`src/rtl/core/arlr_pkg.sv`:
```
// ----------------------------------------------------------------------------
// arlr_pkg: shared types and constants of the line and rectangle rasterizer
// Frame store geometry, command codes and the queued command record.
// ----------------------------------------------------------------------------
package arlr_pkg;

	localparam int MAX_WIDTH  = 64;
	localparam int MAX_HEIGHT = 64;
	localparam int X_W        = $clog2(MAX_WIDTH);
	localparam int Y_W        = $clog2(MAX_HEIGHT);
	localparam int DEPTH      = MAX_WIDTH * MAX_HEIGHT;
	localparam int ADDR_W     = $clog2(DEPTH);
	localparam int LIM_W      = 7;
	localparam int CW         = 14;
	localparam int ERR_W      = 15;
	localparam int QDEPTH     = 2;
	localparam int QPTR_W     = $clog2(QDEPTH);

	localparam logic [2:0] MODE_PLOT    = 3'd0;
	localparam logic [2:0] MODE_LINE    = 3'd1;
	localparam logic [2:0] MODE_OUTLINE = 3'd2;
	localparam logic [2:0] MODE_FILL    = 3'd3;
	localparam logic [2:0] MODE_READ    = 3'd4;

	localparam logic REG_WIDTH  = 1'b0;
	localparam logic REG_HEIGHT = 1'b1;

	typedef logic signed [CW-1:0] coord_t;
	typedef logic signed [ERR_W-1:0] err_t;

	typedef enum logic [2:0] {
		K_NOP     = 3'd0,
		K_LINE    = 3'd1,
		K_OUTLINE = 3'd2,
		K_FILL    = 3'd3,
		K_READ    = 3'd4
	} kind_t;

	typedef struct packed {
		kind_t       kind;
		coord_t      xa;
		coord_t      ya;
		coord_t      xb;
		coord_t      yb;
		logic [11:0] dx;
		logic [11:0] dy;
		logic        sx_neg;
		logic        sy_neg;
		logic [3:0]  pen_lo;
		logic [3:0]  pen_hi;
		logic [31:0] color;
	} cmd_t;

	function automatic coord_t sext12(input logic [11:0] v);
		sext12 = {{(CW-12){v[11]}}, v};
	endfunction

endpackage

```
`src/rtl/core/arlr_if.sv`:
```
// ----------------------------------------------------------------------------
// arlr_if: command and result channels of the rasterizer
// Valid/ready channels; a word moves when valid and ready are both high.
// ----------------------------------------------------------------------------
interface arlr_cmd_if;
	logic               valid;
	logic               ready;
	logic [2:0]         mode;
	logic signed [11:0] x_start;
	logic signed [11:0] y_start;
	logic signed [11:0] x_end;
	logic signed [11:0] y_end;
	logic [31:0]        color;
	logic [3:0]         pen_weight;

	modport source (output valid, mode, x_start, y_start, x_end, y_end, color, pen_weight,
		input ready);
	modport sink (input valid, mode, x_start, y_start, x_end, y_end, color, pen_weight,
		output ready);
endinterface


```
`src/rtl/core/arlr_front.sv`:
```
// ----------------------------------------------------------------------------
// arlr_front: command intake, classification and command queue
// Turns each command word into a drawing job and holds it for the back end.
// ----------------------------------------------------------------------------
module arlr_front (
	input  logic                clk,
	input  logic                arst_n,
	arlr_cmd_if.sink            cmd,
	input  logic                clearing,
	input  logic                pop,
	output arlr_pkg::cmd_t      head,
	output logic                head_valid
);

	arlr_pkg::cmd_t                  job;
	arlr_pkg::coord_t                xs, ys, xe, ye, ddx, ddy;
	arlr_pkg::cmd_t                  fifo_q [arlr_pkg::QDEPTH];
	logic [arlr_pkg::QPTR_W-1:0]     wr_q, rd_q;
	logic [arlr_pkg::QPTR_W:0]       count_q;
	logic                            push;

	assign cmd.ready  = !clearing && (count_q < (arlr_pkg::QPTR_W+1)'(arlr_pkg::QDEPTH));
	assign push       = cmd.valid && cmd.ready;
	assign head       = fifo_q[rd_q];
	assign head_valid = (count_q != '0);

	always_comb begin
		xs  = arlr_pkg::sext12(cmd.x_start);
		ys  = arlr_pkg::sext12(cmd.y_start);
		xe  = arlr_pkg::sext12(cmd.x_end);
		ye  = arlr_pkg::sext12(cmd.y_end);
		ddx = xe - xs;
		ddy = ye - ys;
		job        = '0;
		job.color  = cmd.color;
		job.xa     = xs;
		job.ya     = ys;
		job.xb     = xs;
		job.yb     = ys;
		unique case (cmd.mode)
			arlr_pkg::MODE_PLOT: begin
				job.kind = arlr_pkg::K_LINE;
			end
			arlr_pkg::MODE_LINE: begin
				job.kind   = arlr_pkg::K_LINE;
				job.xb     = xe;
				job.yb     = ye;
				if (ddx < 0) job.dx = 12'(-ddx);
				else job.dx = 12'(ddx);
				if (ddy < 0) job.dy = 12'(-ddy);
				else job.dy = 12'(ddy);
				job.sx_neg = !(xs < xe);
				job.sy_neg = !(ys < ye);
				job.pen_lo = {1'b0, cmd.pen_weight[3:1]};
				job.pen_hi = 4'((5'(cmd.pen_weight) + 5'd1) >> 1);
			end
			arlr_pkg::MODE_OUTLINE, arlr_pkg::MODE_FILL: begin
				job.kind = (cmd.mode == arlr_pkg::MODE_FILL) ? arlr_pkg::K_FILL
					: arlr_pkg::K_OUTLINE;
				job.xa = (xs < xe) ? xs : xe;
				job.xb = (xs < xe) ? xe : xs;
				job.ya = (ys < ye) ? ys : ye;
				job.yb = (ys < ye) ? ye : ys;
			end
			arlr_pkg::MODE_READ: begin
				job.kind = arlr_pkg::K_READ;
			end
			default: begin
				job.kind = arlr_pkg::K_NOP;
			end
		endcase
	end

	always_ff @(posedge clk) begin
		if (push) fifo_q[wr_q] <= job;
	end

	always_ff @(posedge clk or negedge arst_n) begin
		if (!arst_n) begin
			wr_q    <= '0;
			rd_q    <= '0;
			count_q <= '0;
		end else begin
			if (push) wr_q <= wr_q + 1'b1;
			if (pop) rd_q <= rd_q + 1'b1;
			if (push && !pop) count_q <= count_q + 1'b1;
			else if (pop && !push) count_q <= count_q - 1'b1;
		end
	end

endmodule

```
`src/flat_wrapper.sv`:
```
// flat-port wrapper written by rule: the top's interface ports become plain ports
module arlr_front_flat 
  (clk, arst_n, clearing, pop, head, head_valid, cmd_valid, cmd_mode, cmd_x_start, cmd_y_start, cmd_x_end, cmd_y_end, cmd_color, cmd_pen_weight, cmd_ready);
  arlr_cmd_if cmd_i ();
  input  logic clk;
  input  logic arst_n;
  input  logic clearing;
  input  logic pop;
  output arlr_pkg::cmd_t head;
  output logic head_valid;
  input wire logic [$bits(cmd_i.valid)-1:0] cmd_valid;
  input wire logic [$bits(cmd_i.mode)-1:0] cmd_mode;
  input wire logic [$bits(cmd_i.x_start)-1:0] cmd_x_start;
  input wire logic [$bits(cmd_i.y_start)-1:0] cmd_y_start;
  input wire logic [$bits(cmd_i.x_end)-1:0] cmd_x_end;
  input wire logic [$bits(cmd_i.y_end)-1:0] cmd_y_end;
  input wire logic [$bits(cmd_i.color)-1:0] cmd_color;
  input wire logic [$bits(cmd_i.pen_weight)-1:0] cmd_pen_weight;
  output wire logic [$bits(cmd_i.ready)-1:0] cmd_ready;
  assign cmd_i.valid = cmd_valid;
  assign cmd_i.mode = cmd_mode;
  assign cmd_i.x_start = cmd_x_start;
  assign cmd_i.y_start = cmd_y_start;
  assign cmd_i.x_end = cmd_x_end;
  assign cmd_i.y_end = cmd_y_end;
  assign cmd_i.color = cmd_color;
  assign cmd_i.pen_weight = cmd_pen_weight;
  assign cmd_ready = cmd_i.ready;
  arlr_front u_core (.clk(clk), .arst_n(arst_n), .cmd(cmd_i), .clearing(clearing), .pop(pop), .head(head), .head_valid(head_valid));
endmodule
```
`config.mk`:
```
export PLATFORM = sky130hd
export DESIGN_NAME = arlr_front_flat
export DESIGN_NICKNAME = d
export VERILOG_FILES = /design/src/rtl/core/arlr_pkg.sv /design/src/rtl/core/arlr_if.sv /design/src/rtl/core/arlr_front.sv /design/src/flat_wrapper.sv
export SDC_FILE = /design/constraint.sdc
export NUM_CORES = 1
export LEC_CHECK = 0
export ABC_AREA = 1
export BUFFER_PORTS_ARGS = -buffer_cell sky130_fd_sc_hd__buf_2
export CORE_MARGIN = 3
export CORE_UTILIZATION = 56
export DETAILED_ROUTE_END_ITERATION = 8
export GPL_TIMING_DRIVEN = 0
export PLACE_DENSITY_LB_ADDON = 0.05
export SETUP_SLACK_MARGIN = 0.1
export SYNTH_ARGS = -nofsm -noshare
export SYNTH_HDL_FRONTEND = slang
export SYNTH_SLANG_ARGS = --single-unit
export TNS_END_PERCENT = 100
```
`constraint.sdc`:
```
create_clock -name clk -period 7.9 [get_ports clk]
set_input_delay 1.58 -clock clk [delete_from_list [all_inputs] [get_ports clk]]
set_output_delay 1.58 -clock clk [all_outputs]
set_load 0.03 [all_outputs]
```
==> flow_summary_export.csv <==
group,metric,value,unit
run_status,status,"completed",
power_and_ir_drop,irDropWorstVdd,241.6,uV
drt,vias,8547,
finish,drive_above_1_share,0.3351,
floorplan,coreArea,0.02062,mm2
floorplan,pin_count,219,
cts,cts_tree,"yes",
worst_setup_path,worstSetupPathType,"reg -> out",
cts,h-tree-depth,1,
power_and_ir_drop,p_clk_frac,0.250,
synth,ys_ff_latch,236,
worst_setup_path,cp-start-kind,"flip-flop",
synth,syn_inst,1044,
drt,firstDrtPassIters,5,
global_route,grt_pass1_wl,45910,um
power_and_ir_drop,power.internal,0.002688,W
timing,finalClockSkew,0.008153,ns
floorplan,die_w,152.1,um
timing,period_needed,4.752,ns
drt,routed_via_density,5.396,
job,cap_violations,0,
synth,synth_fp_nets,1166,
timing,finalSetupViolations,0,
power_and_ir_drop,power_density,294.8,mW/mm2
placed_design,dpl.hpwl,21830,um
cts,cts_inserted_buffers,24,
power_and_ir_drop,switching_share,0.3623,
cts,clockBufferDepth,3,
min_path,holdCritPathClass,"reg -> reg",
drt,drt_wl_total,28950,um
placed_design,place_congestion,0.9150,
timing,rsz0062_at_grt,"false",
timing,fin_crit_sh,0.6016,
cts,hold_buffers,0,
global_route,gr-usage-all-layers,0.2465,
synth,synth_cell_type_count,46,
floorplan,die_y,152.1,um
timing,worst_pin_slew,0.9243,ns
timing,hold_viol,0,
worst_setup_path,cp_max_fo,10,
synth,synth_edf_count,232,
worst_setup_path,worstSetupEndpointType,"output port",
synth,netlist.area_leader.share,0.5825,
cts,cts_resized,0,
synth,yosys_warnings,0,
worst_setup_path,rrSetupSlack,5.55,ns
drt,ant_nets,0,
worst_setup_path,crit_arrival,3.17,ns
floorplan,num_rows,52,
finish,area_growth,19.56,%
finish,fin_area,0.01430,mm2
power_and_ir_drop,p_seq_frac,0.368,
cts,clkLatencyLatePin,0.52,ns
floorplan,die_area,0.02315,mm2
global_route,gr-total-overflow,0,
cts,clock-root-buffer,"clkbuf_16",
placed_design,io_buffers,217,
drt,drt_iter0_markers,519,
cts,cts_setup_buffers,0,
global_route,grt_start_max_net_pins,33,
synth,synth_top_cell_by_area,"edfxtp_1",
power_and_ir_drop,combPwrFrac,0.382,
cts,clkSinkCount,236,
finish,layout_commonest_cell,"edfxtp_1",
placed_design,place_area,0.01357,mm2
synth,syn_area,0.01196,mm2
power_and_ir_drop,p_leak,5.972,nW
power_and_ir_drop,p_sw,0.001527,W
finish,nNetsFinal,1417,
worst_setup_path,cp.required,6.32,ns
timing,max_slew_margin,0.3804,
drt,drc,0,
global_route,antenna_found_initial,6,
drt,wl_per_cell,18.27,um
global_route,grt_pass1_vias,8488,
synth,ys_seq_area_frac,0.5909,
floorplan,start_util,0.5799,
timing,slew_viol_final,0,
synth,synthArstFlopShare,0.01695,
finish,fin_util,0.6933,
synth,synthTopCellsByArea,"edfxtp_1 (58%), mux2_2 (11%), nand2_1 (5.6%)",
timing,timing.fmax,210.4,MHz
timing,hold-worst-slack,0.4857,ns
finish,layout_common_cells,"edfxtp_1 (232), buf_2 (226), nand2_1 (180)",
synth,avgSynthCellArea,11.46,um2
cts,cts.clk_slew.worst_paths,0.06,ns
synth,synthFlopType,"edfxtp_1",
==> worst max-delay path: stages (launching register included) <==
cell and delay, ns:
dfrtp_1 0.32, clkbuf_1 0.61, clkbuf_1 0.54, buf_2 0.43, mux2_2 0.43, buf_4 0.15, buf_2 0.17
==> per-layer routing <==
metal / part of all wire / GRT usage
met4: 0.019 / 0.05009
met1: 0.43 / 0.3361
met3: 0.066 / 0.04573
met2: 0.48 / 0.4193
met5: 0.00093 / 0
==> cells in the mapped netlist (all sizes together) (2+ instances only) <==
cell type and number:
nor2 64, buf 26, nand3 36, xor2 6, edfxtp 232, o22ai 23, nand3b 4, a21oi 47
clkbuf 17, o21ai 56, nor3 10, mux2 116, inv 125, fa 2, and2 4, o21bai 24
a21o 2, ha 28, dfrtp 4, and3 3, nand4 12, a211oi 2, nand2 193
==> sequential cells by signal, summed over array words and instances, names as in the netlist <==
name / count
u_core.fifo_q: 232
u_core.count_q: 2
u_core.wr_q: 1
u_core.rd_q: 1
==> power by group through the flow <==
stage | Combinational (W) | Clock (W) | Sequential, W
after floorplan | 0.00115 | 0 | 0.00159
after global placement | 0.00156 | 0 | 0.00161
after detailed placement | 0.00161 | 0 | 0.00158
after CTS | 0.00162 | 0.00107 | 0.00155
after global routing | 0.00172 | 0.00113 | 0.00156
final | 0.00161 | 0.00105 | 0.00155
==> path summary, 6_finish.rpt <==
check / from / end / cells past startpoint
worst min register to register: u_core.count_q[0] / u_core.count_q[0] / 1
worst max register to register: u_core.count_q[1] / u_core.fifo_q[0][45] / 6
min in group asynchronous: arst_n / u_core.wr_q / 1
worst min-delay path: u_core.count_q[0] / u_core.count_q[0] / 1
worst max-delay path: u_core.rd_q / head[106] / 6
max in group asynchronous: arst_n / u_core.rd_q / 1
==> stage by stage <==
step	instances	power (W)	setup WS, ns	setup TNS [ns]
floorplan	1044	0.002744	0.1858	0
global placement	1531	0.003172	-2.094	-481.90
detailed placement	1539	0.003190	3.700	0
CTS	1580	0.004246	3.110	0
global route	1584	0.004412	3.010	0
finish	1584	0.004215	3.148	0
==> cell type report <==
| cell class | instances | area (um2) |
|---|---|---|
| Antenna cell | 4 | 10.01 |
| Buffer | 43 | 250.2 |
| Clock buffer | 35 | 663.1 |
| Clock inverter | 6 | 52.55 |
| Fill cell | 1573 | 6325 |
| Inverter | 125 | 469.2 |
| Multi-Input combinational cell | 640 | 4189 |
| Sequential cell | 236 | 7067 |
| Tap cell | 270 | 337.8 |
| Timing Repair Buffer | 225 | 1261 |
==> kinds of logic after synthesis <==
kind of cell,after synthesis,share of synthesized area
XOR/XNOR,7,0.006696
multiplexers,116,0.1092
adder cells (fa/ha/maj),30,0.03264
other,1,0.0003135
AND/OR/NAND/NOR,328,0.1198
AO/OA/AOI/OAI,158,0.08034
buffers and inverters,168,0.06015
flip-flops,236,0.5909
(Power assumes the default switching activity.)
